===== config.mk =====
export PLATFORM = sky130hd
export DESIGN_NAME = ospe_fifo
export DESIGN_NICKNAME = d
export VERILOG_FILES = /design/src/sv/assert_macros.svh /design/src/sv/ospe_pkg.sv /design/src/sv/ospe_fifo.sv
export SDC_FILE = /design/constraint.sdc
export NUM_CORES = 1
export LEC_CHECK = 0
export BUFFER_PORTS_ARGS = -buffer_cell sky130_fd_sc_hd__buf_2
export CORE_MARGIN = 2
export CORE_UTILIZATION = 50
export CTS_CLUSTER_DIAMETER = 30
export DETAILED_ROUTE_END_ITERATION = 8
export PLACE_DENSITY = 0.88
export SKIP_CTS_REPAIR_TIMING = 1
export SLEW_MARGIN = 20
export SYNTH_ARGS = -nofsm -noshare
export SYNTH_HDL_FRONTEND = slang
export SYNTH_SLANG_ARGS = --single-unit

===== constraint.sdc =====
create_clock -name clock -period 2.55 [get_ports clock]
set_input_delay 0.51 -clock clock [delete_from_list [all_inputs] [get_ports clock]]
set_output_delay 0.51 -clock clock [all_outputs]
set_load 0.03 [all_outputs]

===== src/sv/assert_macros.svh =====
// Assertion macros for the estimator RTL
`ifndef ASSERT_MACROS_SVH
`define ASSERT_MACROS_SVH
`ifndef SYNTH
`define OSPE_ASSERT(lbl, clk, rst, prop, msg) \
   lbl: assert property (@(posedge clk) disable iff (rst) prop) else $error(msg);
`define OSPE_ASSERT_NEXT(lbl, clk, rst, ante, cons, msg) \
   lbl: assert property (@(posedge clk) disable iff (rst) (ante) |=> (cons)) else $error(msg);
`else
`define OSPE_ASSERT(lbl, clk, rst, prop, msg)
`define OSPE_ASSERT_NEXT(lbl, clk, rst, ante, cons, msg)
`endif
`endif


===== src/sv/ospe_pkg.sv =====
// Types and constants of the pilot based SNR estimator
`timescale 1ns / 1ps
package ospe_pkg;
   localparam int CFG_SC_BITS    = 12;
   localparam int CFG_SP_BITS    = 12;
   localparam int CFG_DC_BITS    = 11;
   localparam int CSR_DATA_BITS  = 12;
   localparam int CSR_INDEX_BITS = 2;

   localparam logic [CSR_INDEX_BITS-1:0] CSR_SUBCARRIERS   = 2'd0;
   localparam logic [CSR_INDEX_BITS-1:0] CSR_PILOT_SPACING = 2'd1;
   localparam logic [CSR_INDEX_BITS-1:0] CSR_DC_NULL_WIDTH = 2'd2;

   localparam logic [CFG_SC_BITS-1:0] RESET_SUBCARRIERS   = 12'd64;
   localparam logic [CFG_SP_BITS-1:0] RESET_PILOT_SPACING = 12'd4;
   localparam logic [CFG_DC_BITS-1:0] RESET_DC_NULL_WIDTH = 11'd2;

   localparam int COUNT_BITS = 13;
   localparam int CMP_BITS   = 14;
   localparam int MOD_BITS   = 12;
   localparam int PROD_BITS  = CFG_SP_BITS + COUNT_BITS;

   localparam int SNR_BITS     = 32;
   localparam int NOISE_BITS   = 39;
   localparam int PMEAN_BITS   = 40;
   localparam int STATUS_BITS  = 2;
   localparam int DIV_DEN_BITS = NOISE_BITS + CFG_SP_BITS;

   localparam logic [SNR_BITS-1:0] SNR_MAX = 32'h7FFF_FFFF;
   localparam logic [SNR_BITS-1:0] SNR_MIN = 32'h8000_0000;

   localparam logic [STATUS_BITS-1:0] ST_VALID      = 2'd0;
   localparam logic [STATUS_BITS-1:0] ST_NOISE_ZERO = 2'd1;
   localparam logic [STATUS_BITS-1:0] ST_INVALID    = 2'd2;

   typedef struct packed {
      logic [CFG_SP_BITS-1:0] spacing;
      logic [COUNT_BITS-1:0]  count;
      logic [CFG_DC_BITS-1:0] dc;
   } vec_cfg_type;

   typedef enum logic {
      FR_SYNC,
      FR_RUN
   } front_state_type;

   typedef enum logic [3:0] {
      BK_IDLE,
      BK_PREP,
      BK_DIV_K,
      BK_MUL_D,
      BK_CHK_D,
      BK_DIV_NOISE,
      BK_DIV_PM,
      BK_MUL_S,
      BK_SNR_START,
      BK_DIV_SNR,
      BK_OUT
   } back_state_type;
endpackage


===== src/sv/ospe_fifo.sv =====
// Short queue of finished vector sums between front and back
`timescale 1ns / 1ps
module ospe_fifo import ospe_pkg::*; #(
   parameter int WIDTH    = 8,
   parameter int DEPTH    = 2,
   parameter int CNT_BITS = 2
) (
   input  logic                clock,
   input  logic                reset,
   input  logic                push,
   input  logic [WIDTH-1:0]    wr_data,
   input  logic                pop,
   output logic [WIDTH-1:0]    rd_data,
   output logic                empty,
   output logic [CNT_BITS-1:0] count
);
   localparam int PTR_BITS = (DEPTH > 1) ? $clog2(DEPTH) : 1;

   logic [WIDTH-1:0]    mem_ff [DEPTH];
   logic [PTR_BITS-1:0] wr_ptr_ff, wr_ptr_in, rd_ptr_ff, rd_ptr_in;
   logic [CNT_BITS-1:0] cnt_ff, cnt_in;

   always_comb begin
      wr_ptr_in = wr_ptr_ff;
      rd_ptr_in = rd_ptr_ff;
      cnt_in    = cnt_ff;
      if (push) begin
         wr_ptr_in = (wr_ptr_ff == PTR_BITS'(DEPTH - 1)) ? '0 : wr_ptr_ff + 1'b1;
      end
      if (pop) begin
         rd_ptr_in = (rd_ptr_ff == PTR_BITS'(DEPTH - 1)) ? '0 : rd_ptr_ff + 1'b1;
      end
      if (push && !pop) begin
         cnt_in = cnt_ff + 1'b1;
      end else if (pop && !push) begin
         cnt_in = cnt_ff - 1'b1;
      end
   end

   always_ff @(posedge clock) begin
      if (reset) begin
         wr_ptr_ff <= '0;
         rd_ptr_ff <= '0;
         cnt_ff    <= '0;
      end else begin
         wr_ptr_ff <= wr_ptr_in;
         rd_ptr_ff <= rd_ptr_in;
         cnt_ff    <= cnt_in;
      end
   end

   always_ff @(posedge clock) begin
      if (push) begin
         mem_ff[wr_ptr_ff] <= wr_data;
      end
   end

   assign rd_data = mem_ff[rd_ptr_ff];
   assign empty   = (cnt_ff == '0);
   assign count   = cnt_ff;
endmodule


**Yosys cells after proc, flatten, opt, wreduce, memory -nomap -nowiden**

Memories as Yosys holds them, arrays and structs flattened. A register that Yosys moved wholly into a read port is not among the register bits.
Index checks and enable logic that the tools add are counted.

- Reduce and logical (&&, ||, !) cells: 6
- Muxes and demuxes: 8
- Add/sub/neg operators: 4

Operators by type and width:

| operator | number |
|---|---|
| $mux W1 | 6 |
| $mux W2 | 2 |
| $add A1 B1 Y1 const B | 2 |
| $add A2 B1 Y2 const B | 1 |
| $logic_and A1 B1 Y1 | 2 |
| $logic_not A1 Y1 | 2 |
| $logic_not A2 Y1 | 1 |
| $reduce_bool A2 Y1 | 1 |
| $sub A2 B1 Y2 const B | 1 |

- RAM bits: 16
- Memories kept: 1
- Word-level logic and storage cells: 22
- Input port bits: 12
- Output and inout bits: 11
- Bits in registers: 4

Memories:

| memory | words | bits a word | rd ports | clocked after memory_dff | write ports | line | RTL |
|---|---|---|---|---|---|---|---|
| mem_ff | 2 | 8 | 1 | 1 | 1 | ospe_fifo.sv:19 | `logic [WIDTH-1:0] mem_ff [DEPTH];` |

**Logic depth before layout (Yosys ltp)**

Gate-level depths: netlist of run 1.

- Depth in word-level cells: 4
- Gate-level depth with buffers: 5
- Depth with buffers taken out: 5

**Least setup slack after synthesis of run 1**

Ideal clock, no wire load.

- Kind: reg2out
- From: register cnt_ff[0], in the netlist count[0]
- To: output empty
- Required time: 2.040 ns
- Path buffers: 0
- Cell stages (with the launch flop): 2
- Data arrival time: 0.890 ns
- Path slack: 1.150 ns
- Cell sequence: dfxtp_1 > nor2_1

- Word-level cells in the longest chain between the ends: 1

Ends and longest elaborated chain:

| what | line | RTL |
|---|---|---|
| start, declared | ospe_fifo.sv:21 | `logic [CNT_BITS-1:0] cnt_ff, cnt_in;` |
| start signal, assigned | ospe_fifo.sv:48 | `cnt_ff <= cnt_in;` |
| $logic_not A2 Y1 | ospe_fifo.sv:59 | `assign empty = (cnt_ff == '0);` |
| end, declared | ospe_fifo.sv:14 | `output logic empty,` |

Every way passes these cells.

==> run_results.csv, run 1 <==
group,metric,value,unit
setup_path,end_kind,"primary output",
yosys,ys_seq_elements,21,
drt,dr.pass1.iters,1,
drt,highest_layer,"met4",
power_and_ir_drop,leakage,0.375,nW
yosys,yosysSeqAreaShare,75.0,%
sta,slew_viol_final,0,
place,dp.cells,83,
floorplanning,dieArea,1880,um^2
place,place_area,900,um^2
layout,fin_util,63.0,%
drt,dr_wl_met2,577,um
global_route,antenna_found_initial,0,
drt,avgRoutedWirePerCell,13.3,um
sta,relSlewSlack,51.5,%
yosys,synth_nets,59,
global_route,grt_max_degree,13,
yosys,synthCells,46,
drt,drt_iter0_drc,0,
floorplanning,io_pins,23,
setup_path,regToRegSetupSlack,1260,ps
drt,vias_per_cell,4.97,
floorplanning,row_count,14,
global_route,grt_usage,13.9,%
sta,fin_crit,1900,ps
yosys,yosys.area.top_type_share,62.0,%
yosys,synth_area_per_cell,16.8,um^2
power_and_ir_drop,p_per_area,739,nW/um^2
yosys,synth.distinct_cells,14,
sta,setup_ws,649,ps
setup_path,cp_max_fo,8,
yosys,synth.area.top_cells,"edfxtp_1 62%, dfxtp_1 13%, mux2_2 12%",
setup_path,arrival,1390,ps
sta,fmax,0.526,GHz
job,maxCapViolations,0,
hold_path,hold_path_class,"in2reg",
global_route,grt_pass1_wl,1.86,mm
clock_network,path_clk_slew,110,ps
setup_path,critical_path_required,2040,ps
sta,fin_crit_sh,74.6,%
sta,setup_viol,0,
drt,routed_wirelength,1.16,mm
setup_path,path_class,"reg2out",
sta,rsz0062_at_grt,"no",
sta,tns,0,ps
setup_path,cp-start-kind,"register",
layout,final_area,927,um^2
clock_network,cts_tree,"yes",
layout,final_cells,87,
clock_network,ctsRootBufferMaster,"clkbuf_4",
drt,dr_wl_met3,57,um
place,portBuffers,22,
sta,worst_slew_pin_slew,727,ps
status,status,"complete, no violations",
clock_network,insertion_delay,290,ps
drt,m1WireLength,510,um
place,pre_cts_ws,922,ps
yosys,yosys.area.top_type,"edfxtp_1",
global_route,grt_remaining_overflow,0,
floorplanning,die_y,43.4,um
clock_network,clock_path_buffers,2,
floorplanning,dieWidth,43.4,um
layout,nets,85,
floorplanning,core_area,1470,um^2
layout,drive_gt1_share,47.9,%
global_route,grt_pass1_vias,407,
clock_network,cts_max_level,1,
clock_network,numCtsBuffers,3,
layout,n_antenna_cell,0,
layout,area_growth,19.7,%
place,hpwlAfterDp,870,um
drt,vias,432,
yosys,synth_area,774,um^2
drt,ant_nets,0,
clock_network,cts_sinks,21,
yosys,yosysWarnings,0,
drt,drc,0,
power_and_ir_drop,ir_drop,0.431,mV
sta,finClkSkew,4.73,ps
sta,hold_viol_final,0,
place,gp_congestion,0.607,
floorplanning,initial_utilization,52.6,%
## Yosys cell counts, drive strengths merged
master   n
or3      1
xnor2    2
buf      1
inv      1
mux2     8
edfxtp  16
o21ai    1
and2     1
xor2     2
dfxtp    5
a21oi    1
nor2     5
ha       1
nor2b    1
## stage by stage
stage	hold slack, ps	power, mW
3_5_place_dp	495	0.545
4_1_cts	398	0.691
2_1_floorplan	480	0.505
5_1_grt	394	0.715
6_report	402	0.685
3_3_place_gp	489	0.540
## layer usage
| layer | global-route usage, % | up-vias |
|---|---|---|
| met3 | 2.50 | 2 |
| met4 | 7.27 | 0 |
| li1 | - | 214 |
| met2 | 23.0 | 15 |
| met5 | 0 | - |
| met1 | 17.7 | 201 |
## where the power goes
| part | internal (mW) | leakage [nW] | switching [mW] |
|---|---|---|---|
| registers | 0.395 | 0.192 | 0.0154 |
| clock network | 0.0582 | 0.0177 | 0.0906 |
| logic | 0.0470 | 0.165 | 0.0787 |
| total | 0.500 | 0.375 | 0.185 |
## kinds of logic after synthesis
logic type	synth area share, %
and+or+nand+nor	4.85
buffers and inverters	1.13
xor gates and xnor gates	4.52
muxes	11.6
DFF	75.0
AOI/OAI and AO/OA	1.29
adders and majority gates	1.62
## layout by cell type, fill, tap and decap left out
| cell type | synthesis | final |
|---|---|---|
| clkinv_2 | 0 | 1 |
| or3_1 | 1 | 1 |
| clkbuf_4 | 0 | 3 |
| edfxtp_1 | 16 | 16 |
| xor2_1 | 2 | 2 |
| inv_1 | 1 | 1 |
| o21ai_0 | 1 | 1 |
| a21oi_1 | 1 | 1 |
| mux2_2 | 8 | 8 |
| dfxtp_1 | 5 | 5 |
| buf_2 | 1 | 22 |
| xnor2_1 | 2 | 2 |
| nor2b_1 | 1 | 1 |
| and2_1 | 1 | 1 |
| ha_1 | 1 | 1 |
| nor2_1 | 5 | 5 |
## layout make-up
class	instances	area, um^2
clock buffers	3	22.5
clock inverters	1	5.00
fillers	113	544
inverters	1	3.75
multi-input cells	23	185
flip-flops and latches	21	581
well taps	16	20.0
repair buffers	22	110
## registers in the layout, indices dropped and copies added (netlist names), named ones only
name	flops
count	2
mem_ff	16
rd_ptr_ff	1
wr_ptr_ff	1
## critical path, stage by stage, from the launching register on
cell	delay, ps
dfxtp_1	540
mux2_2	380
buf_2	180
## path summary, 6_finish.rpt
check                  start            to  cells after the start
setup / recovery    register    rd_data[5]                      2
hold / removal    wr_data[4]  mem_ff[1][4]                      1
setup reg to reg   wr_ptr_ff  mem_ff[0][2]                      1
hold reg to reg     count[1]      count[1]                      2
Note: power is estimated with default switching activity, not from simulation.
==> run 2, diff against run 1 <==
CORE_UTILIZATION = 48   (was 50)
PLACE_DENSITY = 0.85   (was 0.88)
clock period = 1.97 ns   (was 2.55 ns; I/O delays follow)
==> run_results.csv, run 2 (synthesis results as in run 1) <==
group,metric,value,unit
clock_network,ctsRootBufferMaster,"clkbuf_4",
global_route,grt_remaining_overflow,0,
layout,multi_input_area,185,um^2
floorplanning,die_y,44.2,um
clock_network,cts_sinks,21,
setup_path,end_kind,"primary output",
layout,seqCellArea,581,um^2
layout,final_common_cell,"buf_2",
floorplanning,dieWidth,44.2,um
layout,final_cell_mix,"22 x buf_2, 16 x edfxtp_1, 8 x mux2_2",
power_and_ir_drop,p_per_area,949,nW/um^2
setup_path,path_class,"reg2out",
setup_path,cp-start-kind,"register",
sta,tns,0,ps
layout,fin_util,62.0,%
clock_network,numCtsBuffers,3,
hold_path,hold_end,"mem_ff[1][5]",
drt,dr.pass1.iters,1,
layout,nFillCells,115,
drt,drc,0,
clock_network,clock_path_buffers,2,
hold_path,min_from,"wr_data[5]",
layout,nets,86,
setup_path,worst_r2r_path_depth,2,
sta,worst_slew_pin_slew,415,ps
floorplanning,core_area,1510,um^2
global_route,grt_max_degree,12,
setup_path,cp_max_fo,8,
drt,vias,430,
drt,vias_per_cell,4.89,
clock_network,insertion_delay,280,ps
setup_path,arrival,1370,ps
power_and_ir_drop,ir_drop,0.469,mV
sta,setup_viol,0,
place,portBuffers,22,
place,hpwlAfterDp,829,um
sta,slew_viol_final,0,
setup_path,reg2reg_to,"mem_ff[0][6]",
place,pre_cts_ws,481,ps
drt,ant_nets,0,
setup_path,regToRegSetupSlack,790,ps
floorplanning,initial_utilization,51.4,%
layout,largest_reg_flops,16,
status,status,"complete, no violations",
drt,drt_iter0_drc,0,
clock_network,cts_max_level,1,
floorplanning,row_count,14,
sta,hold_viol_final,0,
job,maxCapViolations,0,
floorplanning,io_pins,23,
global_route,antenna_found_initial,0,
sta,relSlewSlack,72.3,%
sta,fin_crit_sh,89.6,%
power_and_ir_drop,total_power,0.886,mW
layout,regMostFlops,"mem_ff",
hold_path,min_path_cells,1,
drt,avgRoutedWirePerCell,11.9,um
clock_network,path_clk_slew,110,ps
sta,fin_crit,1760,ps
setup_path,critical_path_required,1580,ps
power_and_ir_drop,leakage,0.377,nW
layout,area_growth,20.5,%
floorplanning,dieArea,1950,um^2
sta,setup_ws,206,ps
layout,n_antenna_cell,0,
drt,routed_wirelength,1.05,mm
global_route,grt_usage,12.1,%
setup_path,r2r_start,"wr_ptr_ff",
global_route,grt_pass1_wl,1.70,mm
layout,drive_gt1_share,47.2,%
sta,finClkSkew,5.51,ps
sta,fmax,0.567,GHz
sta,rsz0062_at_grt,"no",
clock_network,cts_tree,"yes",
hold_path,hold_path_class,"in2reg",
global_route,grt_pass1_vias,446,
sta,holdWs,290,ps
place,gp_congestion,0.647,
[run 2: cell types whose count changed in the layout (fill, tap and decap cells not counted), sizes merged]
cell	previous run	this run
clkbuf	3	4
buf	22	23
clkinv	1	0
[run 2: layer usage]
metal | global-route usage, % | wire (um) | up-vias
li1 | - | - | 217
met1 | 12.9 | 421 | 199
met3 | 2.86 | 65 | 0
met2 | 22.4 | 558 | 14
met4 | 5.45 | 0 | 0
met5 | 0 | 0 | -
[run 2: cell type report]
cell class,instances,share of cell area (%)
sequential,21,62.2
inverter,1,0.402
tap,16,2.14
clock buffer,4,2.82
timing repair buffer,23,12.6
multi-input combinational,23,19.8
[run 2: worst max path at each step]
stage                            end  cells past startpoint
after floorplan                empty                      1
after global placement    rd_data[5]                      2
after detailed placement  rd_data[0]                      2
after CTS                 rd_data[0]                      2
after global routing      rd_data[0]                      2
final                     rd_data[0]                      2
[run 2: through the flow]
stage               instance area (um^2)  std cells
CTS                                  933         88
detailed placement                   907         84
floorplan                            774         46
global placement                     907         84
finish                               933         88
global route                         933         88
[run 2: power breakdown]
part	internal [mW]	leakage, nW	switching (mW)	total, mW
Clock	0.0785	0.0150	0.111	0.190
Combinational	0.0630	0.170	0.102	0.165
Sequential	0.511	0.192	0.0191	0.530
Total	0.653	0.377	0.233	0.886
[run 2: critical path, stage by stage, from the launching register on]
cell	delay, ps
dfxtp_1	530
mux2_2	380
buf_2	180
