`config.mk`:
```
export PLATFORM = sky130hd
export DESIGN_NAME = ospe_front_flat
export DESIGN_NICKNAME = d
export VERILOG_FILES = /design/src/sv/assert_macros.svh /design/src/sv/ospe_pkg.sv /design/src/sv/ospe_if.sv /design/src/sv/ospe_front.sv /design/src/flat_wrapper.sv
export SDC_FILE = /design/constraint.sdc
export NUM_CORES = 2
export LEC_CHECK = 0
export ABC_AREA = 0
export ABC_CLOCK_PERIOD_IN_PS = 16800
export BUFFER_PORTS_ARGS = -buffer_cell sky130_fd_sc_hd__buf_2
export CORE_MARGIN = 2
export CORE_UTILIZATION = 51
export DETAILED_ROUTE_END_ITERATION = 10
export HOLD_SLACK_MARGIN = 0.08
export PLACE_DENSITY = 0.72
export SKIP_CTS_REPAIR_TIMING = 1
export SYNTH_ARGS = -nofsm -noshare
export SYNTH_HDL_FRONTEND = slang
export SYNTH_SLANG_ARGS = --single-unit
```
`constraint.sdc`:
```
create_clock -name clock -period 16.8 [get_ports clock]
set_input_delay 3.36 -clock clock [delete_from_list [all_inputs] [get_ports clock]]
set_output_delay 3.36 -clock clock [all_outputs]
set_load 0.005 [all_outputs]
```
`src/sv/assert_macros.svh`:
```
// Assertion macros for the estimator RTL
`ifndef ASSERT_MACROS_SVH
`define ASSERT_MACROS_SVH
`ifndef SYNTH
`define OSPE_ASSERT(lbl, clk, rst, prop, msg) \
   lbl: assert property (@(posedge clk) disable iff (rst) prop) else $error(msg);
`define OSPE_ASSERT_NEXT(lbl, clk, rst, ante, cons, msg) \
   lbl: assert property (@(posedge clk) disable iff (rst) (ante) |=> (cons)) else $error(msg);
`else
`define OSPE_ASSERT(lbl, clk, rst, prop, msg)
`define OSPE_ASSERT_NEXT(lbl, clk, rst, ante, cons, msg)
`endif
`endif

```
`src/sv/ospe_pkg.sv`:
```
// Types and constants of the pilot based SNR estimator
`timescale 1ns / 1ps
package ospe_pkg;
   localparam int CFG_SC_BITS    = 12;
   localparam int CFG_SP_BITS    = 12;
   localparam int CFG_DC_BITS    = 11;
   localparam int CSR_DATA_BITS  = 12;
   localparam int CSR_INDEX_BITS = 2;

   localparam logic [CSR_INDEX_BITS-1:0] CSR_SUBCARRIERS   = 2'd0;
   localparam logic [CSR_INDEX_BITS-1:0] CSR_PILOT_SPACING = 2'd1;
   localparam logic [CSR_INDEX_BITS-1:0] CSR_DC_NULL_WIDTH = 2'd2;

   localparam logic [CFG_SC_BITS-1:0] RESET_SUBCARRIERS   = 12'd64;
   localparam logic [CFG_SP_BITS-1:0] RESET_PILOT_SPACING = 12'd4;
   localparam logic [CFG_DC_BITS-1:0] RESET_DC_NULL_WIDTH = 11'd2;

   localparam int COUNT_BITS = 13;
   localparam int CMP_BITS   = 14;
   localparam int MOD_BITS   = 12;
   localparam int PROD_BITS  = CFG_SP_BITS + COUNT_BITS;

   localparam int SNR_BITS     = 32;
   localparam int NOISE_BITS   = 39;
   localparam int PMEAN_BITS   = 40;
   localparam int STATUS_BITS  = 2;
   localparam int DIV_DEN_BITS = NOISE_BITS + CFG_SP_BITS;

   localparam logic [SNR_BITS-1:0] SNR_MAX = 32'h7FFF_FFFF;
   localparam logic [SNR_BITS-1:0] SNR_MIN = 32'h8000_0000;

   localparam logic [STATUS_BITS-1:0] ST_VALID      = 2'd0;
   localparam logic [STATUS_BITS-1:0] ST_NOISE_ZERO = 2'd1;
   localparam logic [STATUS_BITS-1:0] ST_INVALID    = 2'd2;

   typedef struct packed {
      logic [CFG_SP_BITS-1:0] spacing;
      logic [COUNT_BITS-1:0]  count;
      logic [CFG_DC_BITS-1:0] dc;
   } vec_cfg_type;

   typedef enum logic {
      FR_SYNC,
      FR_RUN
   } front_state_type;

   typedef enum logic [3:0] {
      BK_IDLE,
      BK_PREP,
      BK_DIV_K,
      BK_MUL_D,
      BK_CHK_D,
      BK_DIV_NOISE,
      BK_DIV_PM,
      BK_MUL_S,
      BK_SNR_START,
      BK_DIV_SNR,
      BK_OUT
   } back_state_type;
endpackage

```
`src/sv/ospe_if.sv`:
```
// Sample and result channel interfaces of the estimator
`timescale 1ns / 1ps
interface ospe_req_if #(parameter int SAMPLE_BITS = 16);
   logic                          valid;
   logic                          ready;
   logic signed [SAMPLE_BITS-1:0] sample_re;
   logic signed [SAMPLE_BITS-1:0] sample_im;
   modport source (output valid, output sample_re, output sample_im, input ready);
   modport sink (input valid, input sample_re, input sample_im, output ready);
endinterface


```
`src/sv/ospe_front.sv`:
```
// Front end: configuration, bin classification and power accumulation
`timescale 1ns / 1ps
module ospe_front import ospe_pkg::*; #(
   parameter int MAX_SUBCARRIERS = 2048,
   parameter int SAMPLE_BITS     = 16,
   parameter int SUM_BITS        = 43,
   parameter int FIFO_DEPTH      = 2,
   parameter int FIFO_CNT_BITS   = 2
) (
   input  logic                      clock,
   input  logic                      reset,
   input  logic                      csr_we,
   input  logic [CSR_INDEX_BITS-1:0] csr_index,
   input  logic [CSR_DATA_BITS-1:0]  csr_wdata,
   ospe_req_if.sink                  req,
   input  logic [FIFO_CNT_BITS-1:0]  fifo_count,
   output logic                      push,
   output logic [SUM_BITS-1:0]       pilot_total,
   output logic [SUM_BITS-1:0]       null_total,
   output vec_cfg_type               push_cfg
);
   localparam int IDX_BITS = $clog2(MAX_SUBCARRIERS);
   localparam int PW_BITS  = 2 * SAMPLE_BITS;
   localparam logic [COUNT_BITS-1:0] MAX_COUNT = COUNT_BITS'(MAX_SUBCARRIERS);
   localparam logic [3:0] SYNC_LAST = 4'(MOD_BITS - 1);

   function automatic logic [MOD_BITS-1:0] mod_step(input logic [MOD_BITS-1:0] rem,
                                                    input logic b,
                                                    input logic [MOD_BITS-1:0] d);
      logic [MOD_BITS:0] t;
      t = {rem, b};
      if (t >= {1'b0, d}) begin
         t = t - {1'b0, d};
      end
      return t[MOD_BITS-1:0];
   endfunction

   front_state_type        state_ff, state_in;
   logic [3:0]             sync_cnt_ff, sync_cnt_in;
   logic [CFG_SC_BITS-1:0] sc_ff, sc_in;
   logic [CFG_SP_BITS-1:0] sp_ff, sp_in;
   logic [CFG_DC_BITS-1:0] dc_ff, dc_in;
   logic [IDX_BITS-1:0]    idx_ff, idx_in;
   logic [MOD_BITS-1:0]    ph_ff, ph_in, offm_ff, offm_in;

   logic                   b_valid_ff, b_valid_in;
   logic                   b_pilot_ff, b_kept_ff, b_last_ff;
   logic [PW_BITS-1:0]     b_sqre_ff, b_sqim_ff;
   vec_cfg_type            b_cfg_ff;
   logic [SUM_BITS-1:0]    pilot_sum_ff, pilot_sum_in, null_sum_ff, null_sum_in;

   logic [COUNT_BITS-1:0]  count;
   logic [CMP_BITS-1:0]    i_c, e_c, h_c, n_c;
   logic                   lower, upper, last, pilot, accept, pend;
   logic [MOD_BITS-1:0]    off12, i12, upt;
   logic [MOD_BITS:0]      ph_inc;
   logic signed [SAMPLE_BITS-1:0] re_s, im_s;
   logic signed [PW_BITS-1:0]     sqre_s, sqim_s;
   logic [PW_BITS-1:0]     pw;
   logic [FIFO_CNT_BITS:0] slots;

   assign count = (sc_ff == '0) ? COUNT_BITS'(1) :
                  (({1'b0, sc_ff} > MAX_COUNT) ? MAX_COUNT : {1'b0, sc_ff});
   assign i_c   = CMP_BITS'(idx_ff);
   assign e_c   = CMP_BITS'(dc_ff[CFG_DC_BITS-1:1]);
   assign n_c   = CMP_BITS'(count);
   assign h_c   = CMP_BITS'(count[COUNT_BITS-1:1]);
   assign lower = (i_c >= e_c) && (i_c < h_c);
   assign upper = (i_c >= h_c) && ((i_c + e_c + 1'b1) <= n_c);
   assign last  = (i_c + 1'b1) >= n_c;
   assign upt   = (offm_ff == '0) ? '0 : sp_ff - offm_ff;
   assign pilot = (sp_ff != '0) && (lower ? (ph_ff == offm_ff) : (ph_ff == upt));
   assign ph_inc = {1'b0, ph_ff} + 1'b1;
   assign off12 = {1'b0, sp_ff[CFG_SP_BITS-1:1]} + MOD_BITS'(dc_ff[CFG_DC_BITS-1:1]);
   assign i12   = MOD_BITS'(idx_ff);

   assign re_s   = req.sample_re;
   assign im_s   = req.sample_im;
   assign sqre_s = re_s * re_s;
   assign sqim_s = im_s * im_s;

   assign pend   = b_valid_ff && b_last_ff;
   assign slots  = {1'b0, fifo_count} + (FIFO_CNT_BITS + 1)'(pend);
   assign accept = req.valid && req.ready;

   always_comb begin
      sc_in = sc_ff;
      sp_in = sp_ff;
      dc_in = dc_ff;
      if (csr_we) begin
         unique case (csr_index)
            CSR_SUBCARRIERS:   sc_in = csr_wdata;
            CSR_PILOT_SPACING: sp_in = csr_wdata;
            CSR_DC_NULL_WIDTH: dc_in = csr_wdata[CFG_DC_BITS-1:0];
            default: ;
         endcase
      end
   end

   always_comb begin
      state_in    = state_ff;
      sync_cnt_in = sync_cnt_ff;
      idx_in      = idx_ff;
      ph_in       = ph_ff;
      offm_in     = offm_ff;
      req.ready   = 1'b0;
      unique case (state_ff)
         FR_SYNC: begin
            ph_in       = mod_step(ph_ff, i12[sync_cnt_ff], sp_ff);
            offm_in     = mod_step(offm_ff, off12[sync_cnt_ff], sp_ff);
            sync_cnt_in = sync_cnt_ff - 1'b1;
            if (sync_cnt_ff == '0) begin
               state_in = FR_RUN;
            end
         end
         FR_RUN: begin
            req.ready = (slots < (FIFO_CNT_BITS + 1)'(FIFO_DEPTH));
            if (accept) begin
               if (last) begin
                  idx_in = '0;
                  ph_in  = '0;
               end else begin
                  idx_in = idx_ff + 1'b1;
                  ph_in  = (ph_inc == {1'b0, sp_ff}) ? '0 : ph_inc[MOD_BITS-1:0];
               end
            end
         end
         default: state_in = FR_SYNC;
      endcase
      if (csr_we) begin
         state_in    = FR_SYNC;
         sync_cnt_in = SYNC_LAST;
         ph_in       = '0;
         offm_in     = '0;
      end
   end

   always_ff @(posedge clock) begin
      if (reset) begin
         state_ff    <= FR_SYNC;
         sync_cnt_ff <= SYNC_LAST;
         sc_ff       <= RESET_SUBCARRIERS;
         sp_ff       <= RESET_PILOT_SPACING;
         dc_ff       <= RESET_DC_NULL_WIDTH;
         idx_ff      <= '0;
         ph_ff       <= '0;
         offm_ff     <= '0;
      end else begin
         state_ff    <= state_in;
         sync_cnt_ff <= sync_cnt_in;
         sc_ff       <= sc_in;
         sp_ff       <= sp_in;
         dc_ff       <= dc_in;
         idx_ff      <= idx_in;
         ph_ff       <= ph_in;
         offm_ff     <= offm_in;
      end
   end

   // power stage
   assign b_valid_in = accept;
   always_ff @(posedge clock) begin
      if (accept) begin
         b_pilot_ff       <= pilot;
         b_kept_ff        <= lower || upper;
         b_last_ff        <= last;
         b_sqre_ff        <= sqre_s;
         b_sqim_ff        <= sqim_s;
         b_cfg_ff.spacing <= sp_ff;
         b_cfg_ff.count   <= count;
         b_cfg_ff.dc      <= dc_ff;
      end
   end

   assign pw = b_sqre_ff + b_sqim_ff;

   always_comb begin
      pilot_sum_in = pilot_sum_ff;
      null_sum_in  = null_sum_ff;
      if (b_valid_ff && b_kept_ff) begin
         if (b_pilot_ff) begin
            pilot_sum_in = pilot_sum_ff + SUM_BITS'(pw);
         end else begin
            null_sum_in = null_sum_ff + SUM_BITS'(pw);
         end
      end
   end

   always_ff @(posedge clock) begin
      if (reset) begin
         b_valid_ff   <= 1'b0;
         pilot_sum_ff <= '0;
         null_sum_ff  <= '0;
      end else begin
         b_valid_ff <= b_valid_in;
         if (pend) begin
            pilot_sum_ff <= '0;
            null_sum_ff  <= '0;
         end else begin
            pilot_sum_ff <= pilot_sum_in;
            null_sum_ff  <= null_sum_in;
         end
      end
   end

   assign push        = pend;
   assign pilot_total = pilot_sum_in;
   assign null_total  = null_sum_in;
   assign push_cfg    = b_cfg_ff;
endmodule

```
`src/flat_wrapper.sv`:
```
// flat-port wrapper written by rule: the top's interface ports become plain ports
module ospe_front_flat import ospe_pkg::*;
#(
   parameter int MAX_SUBCARRIERS = 2048,
   parameter int SAMPLE_BITS     = 16,
   parameter int SUM_BITS        = 43,
   parameter int FIFO_DEPTH      = 2,
   parameter int FIFO_CNT_BITS   = 2
)
  (clock, reset, csr_we, csr_index, csr_wdata, fifo_count, push, pilot_total, null_total, push_cfg, req_valid, req_sample_re, req_sample_im, req_ready);
  ospe_req_if #(.SAMPLE_BITS(SAMPLE_BITS)) req_i ();
  input  logic clock;
  input  logic reset;
  input  logic csr_we;
  input  logic [CSR_INDEX_BITS-1:0] csr_index;
  input  logic [CSR_DATA_BITS-1:0] csr_wdata;
  input  logic [FIFO_CNT_BITS-1:0] fifo_count;
  output logic push;
  output logic [SUM_BITS-1:0] pilot_total;
  output logic [SUM_BITS-1:0] null_total;
  output vec_cfg_type push_cfg;
  input wire logic [$bits(req_i.valid)-1:0] req_valid;
  input wire logic [$bits(req_i.sample_re)-1:0] req_sample_re;
  input wire logic [$bits(req_i.sample_im)-1:0] req_sample_im;
  output wire logic [$bits(req_i.ready)-1:0] req_ready;
  assign req_i.valid = req_valid;
  assign req_i.sample_re = req_sample_re;
  assign req_i.sample_im = req_sample_im;
  assign req_ready = req_i.ready;
  ospe_front #(.MAX_SUBCARRIERS(MAX_SUBCARRIERS), .SAMPLE_BITS(SAMPLE_BITS), .SUM_BITS(SUM_BITS), .FIFO_DEPTH(FIFO_DEPTH), .FIFO_CNT_BITS(FIFO_CNT_BITS)) u_core (.clock(clock), .reset(reset), .csr_we(csr_we), .csr_index(csr_index), .csr_wdata(csr_wdata), .req(req_i), .fifo_count(fifo_count), .push(push), .pilot_total(pilot_total), .null_total(null_total), .push_cfg(push_cfg));
endmodule
```
-- Word level (Yosys, flattened, before mapping)
Cells that the tools add are included.
W data, S select, Z words.
- logic and storage cells: 92
- flip-flop bits (word level): 265
- input port bits: 52
- output and inout bits: 124
- reduce and logical (&&, ||, !) cells: 18
- bitwise logic cells: 1
- order comparisons: 10
- add/sub/neg operators: 14
- muxes and demuxes: 22
- multipliers: 2
- equality and inequality tests: 6
- operators with widths (operator ; count):
    $mux W43 ; 4
    $add A43 B32 Y43 ; 2
    $mux W12 ; 7
    $mul A16 B16 Y32 ; 2
    $sub A12 B12 Y12 ; 3
    $add A32 B32 Y32 ; 1
    $ge A13 B12 Y1 ; 2
    $add A11 B10 Y12 ; 2
    $eq A12 B12 Y1 ; 2
    $logic_not A12 Y1 ; 2
    $pmux W12 S2 ; 1
    $add A14 B1 Y14 const B ; 1
    $ge A14 B13 Y1 ; 1
    $le A14 B13 Y1 ; 1
    $add A12 B1 Y13 const B ; 1
    $eq A13 B12 Y1 ; 1
    $mux W13 ; 1
    $add A11 B1 Y12 const B ; 1
    $ge A11 B12 Y1 ; 1
    $gt A12 B12 Y1 const B ; 1
    $lt A11 B12 Y1 ; 1
    $reduce_bool A12 Y1 ; 1
    $add A11 B1 Y11 const B ; 1
    $ge A11 B10 Y1 ; 1
    17 further kinds ; 32

-- Depth between registers and ports, before layout
- depth in word-level cells: 7
- gate-level depth with buffers: 26
- depth with buffers taken out: 25

-- Worst setup path after synthesis
Ideal clock, no wire load.
- path kind: input -> register
- start point: input port req_sample_im[1]
- end point: register u_core.b_sqim_ff[31] (data pin)
- setup time: 0.260 ns
- stages on the path: 23
- arrival time: 9.165 ns
- data required time: 16.540 ns
- buffers on the path: 2
- path slack: 7.375 ns
- cells stage by stage: clkbuf_1 > clkbuf_1 > nand2_1 > fa_1 > inv_1 > fa_1 > fa_1 > inv_1 > fa_1 > fa_1 > fa_1 > inv_1 > ha_1 > a21oi_1 > o211ai_1 > o21a_1 > a211o_1 > o311a_1 > nand4_1 > nand4_1 > a41o_1 > a21oi_2 > xnor2_1
- longest elaborated chain between the ends: 1
- RTL lines (item ; line ; text):
    start: declaration ; flat_wrapper.sv:24 ; input wire logic [$bits(req_i.sample_im)-1:0] req_sample_im;
    $mul A16 B16 Y32 ; ospe_front.sv:80 ; assign sqim_s = im_s * im_s;
    via u_core.sqim_s[31] ; ospe_front.sv:58 ; logic signed [PW_BITS-1:0] sqre_s, sqim_s;
    end signal: assignment ; ospe_front.sv:168 ; b_sqim_ff <= sqim_s;
    end: declaration ; ospe_front.sv:48 ; logic [PW_BITS-1:0] b_sqre_ff, b_sqim_ff;
The timed path passes the listed nets, and every way through them passes these cells.
A chain may end at the register's enable or synchronous reset.

-- Worst setup path in the final report
- start point: register u_core.b_sqim_ff[3]
- end point: output port pilot_total[38]
- longest elaborated chain between the ends: 4
- RTL lines (item ; line ; text):
    $add A32 B32 Y32 ; ospe_front.sv:175 ; assign pw = b_sqre_ff + b_sqim_ff;
    $add A43 B32 Y43 ; ospe_front.sv:182 ; pilot_sum_in = pilot_sum_ff + SUM_BITS'(pw);
    $mux W43 ; ospe_front.sv:181 ; if (b_pilot_ff) begin
    $mux W43 ; ospe_front.sv:180 ; if (b_valid_ff && b_kept_ff) begin
    end: declaration ; flat_wrapper.sv:19 ; output logic [SUM_BITS-1:0] pilot_total;
No other way between the ends.

==> metrics.md <==
| Metric | Value |
|---|---|
| Status | complete, no violations |
| Seq/Total Area, Yosys | 0.172 |
| Unique masters post-synth | 88 |
| Skew-Pair Late Insertion Delay | 0.59 ns |
| Pre-CTS setup slack | 6.89 ns |
| Worst clock skew | 0.0243 ns |
| Die Ht | 271 um |
| Placer congestion estimate | 0.927 |
| DR pass1 iterations | 5 |
| Number of synthesized flops with an enable pin | 100 |
| Die ar. | 73300 um2 |
| Setup WS post-layout | 6.97 ns |
| CP max FO | 5 |
| CTS tree | done |
| Critical Setup Path Class | register to output port |
| WL per Instance | 17.1 um |
| Ys flop type | dfxtp_1 |
| First-pass GRT wire length | 145 mm |
| Area of the mapped netlist | 36300 um2 |
| CP Launch Type | register |
| Final period util | 0.585 |
| Asr flop ratio synth | 0 |
| TritonCTS Buffers | 31 |
| Unrepaired setup endpoints after global routing | no |
| Hold crit path type | register to register |
| Max_cap viols | 0 |
| H-tree depth | 1 |
| Site Rows | 97 |
| Mapped Cells | 4076 |
| Largest net degree at the start of global routing | 65 |
| DP HPWL | 71.3 mm |
| Vias | 28076 |
| Crit end category | output port |
| Slew @ Worst Pin | 1.07 ns |
| Required time worst endpoint | 13.44 ns |
| Routed Antenna Nets | 0 |
| Final Hold Fails | 0 |
| Maximum clock rate | 102 MHz |
| Port Buffers | 174 |
| Largest buffer count on any clock path | 3 |
| Clk slew on worst S/H paths | 0.06 ns |
| Slew Limit Fails | 0 |
| Slew headroom | 0.279 |
| Setup violators final | 0 |
| Via density | 5.46 |
| Core Box Area | 70300 um2 |
| Setup TNS | 0 ns |
| Net count after synthesis | 4980 |
| Layout filler cell count | 6353 |
| Synth Area per Inst | 8.90 um2 |
| Power per cell area | 222 nW/um2 |
| Initial Utilization | 0.516 |
| Layout area overhead | 7.54% |
| CTS sink count | 262 |
| Gr ovfl total | 0 |
| Share of cells above drive strength 1 | 0.0693 |
| Global Route Usage Sum | 0.243 |
| Peak VDD IR | 0.349 mV |
| Post-Route WL | 87.7 mm |
| Pleak | 0.0195 uW |
| Yosys warns | 0 |
| Clock root buffer | clkbuf_16 |
| Final nets | 5078 |
| WP data arrival | 6.47 ns |
| Vias in the first global route | 28402 |
| DIE WIDTH | 271 um |
| Initial antenna violation count | 1 |
| Minimum clock period | 9.83 ns |
| Yosys reg bits | 262 |
| Drt drc | 0 |
| Drt initial violations | 1614 |
| Ports | 176 |
flip-flops by register name, indices dropped and copies added (netlist names), 4 cells and up:
register,count
u_core.dc_ff,11
u_core.sp_ff,12
u_core.b_sqre_ff,31
u_core.b_sqim_ff,31
u_core.sync_cnt_ff,4
u_core.sc_ff,12
u_core.null_sum_ff,43
u_core.push_cfg,35
u_core.pilot_sum_ff,43
u_core.ph_ff,12
u_core.idx_ff,11
u_core.offm_ff,12
synth_stat cells, types with 5 or more instances:
library cell  number  area share
nand3b_1          10      0.0021
a21oi_1          207       0.029
nor4_1            19      0.0033
nand4_1           25      0.0043
a41o_1             7      0.0019
a22oi_1            8      0.0017
edfxtp_1         100       0.083
nor3_1            32      0.0044
clkbuf_1         102       0.011
inv_1            747       0.077
mux2i_1           31      0.0086
o211a_1            5      0.0014
a31oi_1           22      0.0038
nand2_1          398       0.041
xor2_1            92       0.022
nand2b_1          32      0.0055
buf_2              7     0.00097
o31a_1             6      0.0014
nand3_1           55      0.0076
buf_1              9     0.00093
a21boi_0           5      0.0010
dfxtp_1          162       0.089
a211o_1            8      0.0019
a221oi_1           5      0.0012
fa_1             473        0.26
ha_1             379        0.13
or3_1             11      0.0019
and2_1           134       0.023
o21ai_0          139       0.019
o22ai_1            6      0.0010
o31ai_1           13      0.0027
o21bai_1          24      0.0050
o21a_1            36      0.0074
xnor2_1          185       0.045
nor2b_1           33      0.0057
a211oi_1          45      0.0093
a31o_2             8      0.0019
nor3b_1            7      0.0014
a21o_1            96       0.020
or2_2             16      0.0028
o211ai_1           9      0.0019
nor2_1           232       0.024
and3_1            40      0.0069
o21ai_1           11      0.0015
metal layers:
layer  wire length (um)  track usage  vias up
met5                  0            0        -
met4               2430       0.0676        0
met3               5010       0.0321      152
met2              42400        0.416      674
met1              37900        0.323    13783
li1                   -            -    13467
kinds of logic (layout without fill, tap and decap cells):
logic type	Yosys count	in the layout	share of synthesized area
simple gates	1060	1060	0.138
buf+inv	869	992	0.0903
fa+ha+maj	853	853	0.392
compound gates	716	716	0.129
xor+xnor	277	277	0.0669
flops	262	262	0.172
mux	38	38	0.0120
other cells	1	2	0.000103
power breakdown:
group | internal, uW | switching [uW] | total (uW)
Clock | 408 | 283 | 690
Sequential | 1050 | 59.2 | 1110
Combinational | 3090 | 3780 | 6870
worst max-delay path: stages (launching register included):
cell	delay (ns)
edfxtp_1	0.38
ha_1	0.35
a211oi_1	0.33
o21ai_0	0.21
a41o_1	0.34
a221oi_2	0.38
a21boi_0	0.20
o21a_1	0.23
o21ai_0	0.32
nand2b_1	0.14
a21oi_1	0.19
xnor2_1	0.24
ha_1	0.32
a21o_1	0.19
a21o_1	0.18
a21oi_1	0.18
nor2_1	0.09
a221o_1	0.38
o41ai_2	0.52
o31ai_2	0.18
and3_1	0.23
xor2_1	0.16
buf_2	0.14
cell type report:
class                      instances  area, um2  area share
multi-input combinational       2945      26800       0.686
clock buffer                      44        948      0.0243
timing repair buffer             184        946      0.0242
antenna                            1       2.50   0.0000641
inverter                         750       2820      0.0722
clock inverter                    14        106     0.00273
sequential                       262       6250       0.160
tap                              940       1180      0.0301
layout by cell type (no fill, tap or decap), types with 134 or more instances in the layout:
master / synthesis / routed
and2_1: 134 / 134
nand2_1: 398 / 398
buf_2: 7 / 174
inv_1: 747 / 746
xnor2_1: 185 / 185
ha_1: 379 / 379
dfxtp_1: 162 / 162
o21ai_0: 139 / 139
a21oi_1: 207 / 207
fa_1: 473 / 473
nor2_1: 232 / 231
per-stage QoR:
stage	hold slack [ns]	utilization	power [uW]	instance area, um2	std cells
final	0.475	0.555	8670	39000	5140
after global routing	0.497	0.555	9760	39000	5140
after CTS	0.477	0.555	8760	39000	5139
after detailed placement	0.462	0.540	8030	38000	5081
after global placement	0.448	0.540	7910	38000	5081
after floorplan	0.403	-	6670	36300	4076
worst paths after layout:
| check | startpoint | to | slack (ns) | cells past startpoint |
|---|---|---|---|---|
| max | u_core.b_sqim_ff[3] | pilot_total[38] | 6.97 | 22 |
| min | u_core.sc_ff[0] | u_core.sc_ff[0] | 0.48 | 2 |
| max reg2reg | u_core.b_sqim_ff[3] | u_core.pilot_sum_ff[40] | 10.82 | 22 |
| min reg2reg | u_core.sc_ff[0] | u_core.sc_ff[0] | 0.48 | 2 |
No activity file was read; power rests on OpenSTA's default activity.
